## src/rtl/rcpa_pkg.sv

```systemverilog
// Shared constants, codes and control structs of the reference-counted page allocator.
// No dependencies; imported by rcpa_ctrl, rcpa_dp and refcounted_page_allocator.
package rcpa_pkg;

  // Defaults for the top-level parameters
  localparam int MAX_PAGES_DEF  = 32768;
  localparam int REF_BITS_DEF   = 8;
  localparam int PAGE_SHIFT_DEF = 12;

  // Fixed field widths
  localparam int ADDR_BITS = 32;
  localparam int BASE_W    = 20;
  localparam int LIMIT_W   = 21;
  localparam int OPC_W     = 3;
  localparam int STAT_W    = 3;
  localparam int CNT_OUT_W = 8;
  localparam int CFG_IDX_W = 1;
  localparam int CFG_DAT_W = LIMIT_W;

  localparam logic [LIMIT_W-1:0] LIMIT_RST = LIMIT_W'(32768);

  // Opcodes
  localparam logic [OPC_W-1:0] OP_INIT   = 3'd0;
  localparam logic [OPC_W-1:0] OP_ALLOC  = 3'd1;
  localparam logic [OPC_W-1:0] OP_FREE   = 3'd2;
  localparam logic [OPC_W-1:0] OP_ADDREF = 3'd3;
  localparam logic [OPC_W-1:0] OP_CLONE  = 3'd4;

  // Result status codes
  localparam logic [STAT_W-1:0] ST_OK       = 3'd0;
  localparam logic [STAT_W-1:0] ST_OOM      = 3'd1;
  localparam logic [STAT_W-1:0] ST_BADADDR  = 3'd2;
  localparam logic [STAT_W-1:0] ST_NOTALLOC = 3'd3;
  localparam logic [STAT_W-1:0] ST_SAT      = 3'd4;

  // Configuration register indexes
  localparam logic [CFG_IDX_W-1:0] REG_BASE  = 1'b0;
  localparam logic [CFG_IDX_W-1:0] REG_LIMIT = 1'b1;

  // Controller -> datapath
  typedef struct packed {
    logic load_in;     // capture the accepted transaction
    logic decode;      // decode address, read both memories
    logic init_calc;   // work out the clamped page count
    logic init_start;  // latch active range, reset fill counter
    logic fill_step;   // write one page of the init sweep
    logic init_done;   // finish init, publish result
    logic exec;        // commit alloc/free/add_ref/clone step
    logic clone_fin;   // second write of a clone that took a new page
  } rcpa_cmd_t;

  // Datapath -> controller
  typedef struct packed {
    logic is_init;
    logic clone_split;
    logic fill_done;
    logic out_free;
  } rcpa_stat_t;

endpackage

```

## src/rtl/rcpa_ctrl.sv

```systemverilog
// Sequencing state machine of the page allocator.
// Depends on rcpa_pkg; drives commands into rcpa_dp.
module rcpa_ctrl
  import rcpa_pkg::*;
(
  input  logic       clk,
  input  logic       rst_n,
  input  logic       in_valid,
  output logic       in_stall,
  input  rcpa_stat_t st,
  output rcpa_cmd_t  cmd
);

  typedef enum logic [6:0] {
    S_IDLE   = 7'b0000001,
    S_DEC    = 7'b0000010,
    S_EXEC   = 7'b0000100,
    S_CLONE  = 7'b0001000,
    S_INIT_A = 7'b0010000,
    S_INIT_B = 7'b0100000,
    S_FILL   = 7'b1000000
  } state_t;

  state_t state_r, state_nxt;

  assign in_stall = (state_r != S_IDLE);

  always_comb begin
    state_nxt = state_r;
    cmd       = '0;
    unique case (state_r)
      S_IDLE: begin
        if (in_valid) begin
          cmd.load_in = 1'b1;
          state_nxt   = S_DEC;
        end
      end
      S_DEC: begin
        cmd.decode = 1'b1;
        state_nxt  = st.is_init ? S_INIT_A : S_EXEC;
      end
      S_EXEC: begin
        // a clone that takes a new page needs a second count write first
        if (st.clone_split) begin
          cmd.exec  = 1'b1;
          state_nxt = S_CLONE;
        end else if (st.out_free) begin
          cmd.exec  = 1'b1;
          state_nxt = S_IDLE;
        end
      end
      S_CLONE: begin
        if (st.out_free) begin
          cmd.clone_fin = 1'b1;
          state_nxt     = S_IDLE;
        end
      end
      S_INIT_A: begin
        cmd.init_calc = 1'b1;
        state_nxt     = S_INIT_B;
      end
      S_INIT_B: begin
        cmd.init_start = 1'b1;
        state_nxt      = S_FILL;
      end
      S_FILL: begin
        if (!st.fill_done) begin
          cmd.fill_step = 1'b1;
        end else if (st.out_free) begin
          cmd.init_done = 1'b1;
          state_nxt     = S_IDLE;
        end
      end
      default: state_nxt = S_IDLE;
    endcase
  end

  always_ff @(posedge clk) begin
    if (!rst_n) begin
      state_r <= S_IDLE;
    end else begin
      state_r <= state_nxt;
    end
  end

endmodule

```

## config.mk

```make
export PLATFORM = sky130hd
export DESIGN_NAME = rcpa_ctrl
export DESIGN_NICKNAME = d
export VERILOG_FILES = /design/src/rtl/rcpa_pkg.sv /design/src/rtl/rcpa_ctrl.sv
export SDC_FILE = /design/constraint.sdc
export NUM_CORES = 1
export LEC_CHECK = 0
export ABC_AREA = 0
export BUFFER_PORTS_ARGS = -buffer_cell sky130_fd_sc_hd__buf_2
export CAP_MARGIN = 10
export CORE_UTILIZATION = 30
export DETAILED_ROUTE_END_ITERATION = 6
export GPL_TIMING_DRIVEN = 0
export SLEW_MARGIN = 20
export SYNTH_ARGS = -nofsm -noshare
export SYNTH_HDL_FRONTEND = slang
export SYNTH_SLANG_ARGS = --single-unit
```

## constraint.sdc

```tcl
create_clock -name clk -period 2.9 [get_ports clk]
set_input_delay 0.29 -clock clk [delete_from_list [all_inputs] [get_ports clk]]
set_output_delay 0.29 -clock clk [all_outputs]
set_load 0.1 [all_outputs]
```

# [Yosys cells after proc, flatten, opt, wreduce, memory -nomap -nowiden]
# Index checks and enable logic that the tools add are counted.
[totals] regBits=7 inputBits=7 output_inout_bits=9 word_cells=30
[op_classes] n_eq_ne=10 mux=18 reduce_logical=1
[op_table] op="$pmux W7 S7" n=1
[op_table] op="$mux W7" n=4
[op_table] op="$mux W1" n=11
[op_table] op="$eq A7 B1 Y1 const B" n=1
[op_table] op="$eq A7 B2 Y1 const B" n=1
[op_table] op="$eq A7 B3 Y1 const B" n=1
[op_table] op="$eq A7 B4 Y1 const B" n=1
[op_table] op="$eq A7 B5 Y1 const B" n=1
[op_table] op="$eq A7 B6 Y1 const B" n=1
[op_table] op="$eq A7 B7 Y1 const B" n=1
[op_table] op="$ne A7 B1 Y1 const B" n=1
[op_table] op="$mux W5" n=1
[op_table] op="$ne A2 B2 Y1 const B" n=2
[op_table] op="$mux W2" n=1
[op_table] op="$reduce_and A2 Y1" n=1

# [Longest topological paths before layout]
[logic_depth] depth_word=3 mapped_depth=5 mapped_depth_nobuf=4

# [Least setup slack after synthesis]
# No wires, ideal clock.
[synth_path] path_kind="reg-to-output" from="reg state_r[1]" to="out cmd[2] in the netlist's numbering" arrival_time_ps=3734 required_ps=2610 setup_slack_ps=-1124 path_stages_with_launch=5 n_path_buf=1 cell_sequence="dfxtp_1 > buf_2 > nor4_2 > nand2_1 > nor4_1"
[synth_rtl] item="start, declared" line="rcpa_ctrl.sv:24" text="state_t state_r, state_nxt;"
[synth_rtl] item="start signal, assigned" line="rcpa_ctrl.sv:82" text="state_r <= state_nxt;"
[synth_rtl] item="end, declared" line="rcpa_ctrl.sv:11" text="output rcpa_cmd_t cmd"

==> qor.yml <==
finish:
  area_growth_syn_to_layout_pct: 27.5
  fill_cells: 169
  layout.cells.non_filler: 101
  largestRegisters: "state_r: 7 flops"
  drive_above_1_share_pct: 32.9
  fin_util_pct: 42.8
  largest_reg_flops: 7
  largest-register: "state_r"
  multi_input_area_um2: 379
  seqCellArea_um2: 140
  nNetsFinal: 93
  mostFrequentLayoutCells: "18 x buf_2, 7 x nor2_1, 7 x dfxtp_1, 4 x nand2_1, 4 x o21ai_1"
  layout_commonest_cell: "buf_2"
  diodes: 0
synth:
  synth_nets: 73
  synth_mux_area_share_pct: 0
  synthesis.area_um2: 523
  synthAdderAreaFrac_pct: 0
  ys_async_sr_fraction_pct: 0
  synth.yosys.warnings: 0
  synth-edff-count: 0
  avgSynthCellArea_um2: 7.92
  synth_top_flop_cell: "dfxtp_1"
  synth_compound_area_share_pct: 16.5
  yosys.area_share.simple_pct: 46.7
  syn_inst: 66
  yosysSeqAreaShare_pct: 26.8
  ys_seq_elements: 7
  synth_top_family_by_area: "simple AND/OR/NAND/NOR gates"
  synth_xor_area_share_pct: 5.02
  ys_types: 34
critical_path:
  cp_num_cells: 3
  crit_path_top_delay_cell: "or4_4"
  rr_worst_depth: 5
  crit_family: "simple AND/OR/NAND/NOR gates"
  slowest_delay_ps: 600
  cp.arrival_ps: 1950
  cp_cell_sequence: "or4_4, nor4b_4, buf_2"
  start_kind: "flip-flop"
  setup.worst_path.class: "reg -> out"
  cp_num_buf_inv: 1
  cp_max_fo: 7
  endpoint_kind: "output pin"
  cp.required_ps: 2610
global_route:
  grt_use_met2_pct: 22.4
  antenna_found_initial: 0
  top_usage_layer: "met2"
  grt_use_met1_pct: 18.6
  met3_usage_pct: 5.00
  grt_usage_pct: 14.5
  grt_max_degree: 11
  first_global_vias: 451
  grt_pass1_wl_mm: 2.01
  gr-total-overflow: 0
routing:
  avgViaCountPerCell: 5.37
  firstDrtPassIters: 6
  drc: 1
  drt-total-wl_mm: 1.19
  antenna_left: 0
  wl_per_cell_um: 11.7
  num_vias: 542
  drt-initial-drc-count: 11
floorplanning:
  num_rows: 14
  io_pins: 16
  dieArea_um2: 1910
  fp.dieH_um: 43.8
  die_x_um: 43.8
  start_util_pct: 33.5
  coreArea_um2: 1560
timing:
  final_hold_viol_count: 0
  rsz0062_at_grt: "no"
  min_period_over_period_pct: 77.2
  fin_worst_skew_ps: 4.48
  tns_ps: 0
  period_needed_ps: 2240
  slew-limit-headroom_pct: 67.8
  holdWs_ps: 277
  setup_viol: 0
  max_freq_mhz: 447
  worst_pin_slew_ps: 487
  slew_violations: 0
power_and_ir_drop:
  ir_drop_v: 0.000258
  p_per_area_nw_per_um2: 409
  leakagePower_uw: 0.000280
run_status:
  status: "finished, violations left"
  violations: "design-rule violations"
clock_tree:
  cts_hold_buf: 0
  clk_latency_ps: 250
  cts_buffer_depth: 2
  clkSinkCount: 7
  cts_setup_buffers: 0
  cts.repair.resized: 0
  clk_root_buffer_cell: "clkbuf_4"
  cts_tree: "built"
  clkSlewWorstSetupHoldPaths_ps: 50
  cts_inserted_buffers: 3
  cts_max_level: 1
placement:
  dpl.hpwl_um: 936
  place_congestion: 0.758
  post-place-cells: 97
  port_buffers: 15
min_path:
  hold_path.class: "in -> reg"
  holdPathStages: 2
flow_run:
  maxCapViolations: 0
-- cell usage after synthesis (2+ instances only) --
cell type,instances,area share [%]
o21ai_1,4,3.8
inv_1,2,1.4
nor2b_1,2,2.4
and2_1,2,2.4
o21ai_0,3,2.9
nand2_1,4,2.9
o21a_1,2,2.9
nor2_1,8,5.7
nand2b_1,2,2.4
buf_2,3,2.9
nor3_1,3,2.9
xor2_1,2,3.3
nor4b_1,2,3.3
dfxtp_1,7,27
-- cells by family (layout without fill, tap and decap cells) --
logic type / count (synthesis) / count (layout)
xor gates and xnor gates: 3 / 3
and+or+nand+nor: 36 / 36
DFF: 7 / 7
AOI/OAI and AO/OA: 14 / 14
buffers and inverters: 6 / 25
-- power breakdown --
group	internal, µW	total, µW	switching [µW]	leakage [µW]
registers	99.6	103	3.76	0.0000569
logic	22.3	82.3	60.1	0.000208
clock network	52.4	87.2	34.8	0.0000150
-- worst paths after layout --
kind	startpoint	to	slack, ps
max	state_r[5]	cmd[6]	660
min	st[3]	state_r[4]	280
min reg2reg	state_r[0]	state_r[6]	670
max reg2reg	state_r[1]	state_r[0]	1340
-- layer usage --
metal,part of all wire (%),vias up
met1,46,251
met5,0,-
met2,51,9
li1,-,280
met3,3.0,2
met4,0.51,0
-- layout make-up --
class                   count  share of cell area (%)
well taps                  16                    3.00
clock buffers               4                    3.94
flip-flops and latches      7                    21.0
inverters                   2                    1.13
multi-input cells          53                    56.8
repair buffers             15                    11.3
plain buffers               4                    2.81
-- metrics by stage --
stage | instance area, µm² | total power, µW | setup WS (ps)
after floorplan | 546 | 171 | 0.912
after global placement | 641 | 187 | 941
after detailed placement | 641 | 188 | 915
after CTS | 667 | 279 | 631
after global routing | 667 | 291 | 577
final | 667 | 273 | 662
(Power assumes the default switching activity.)
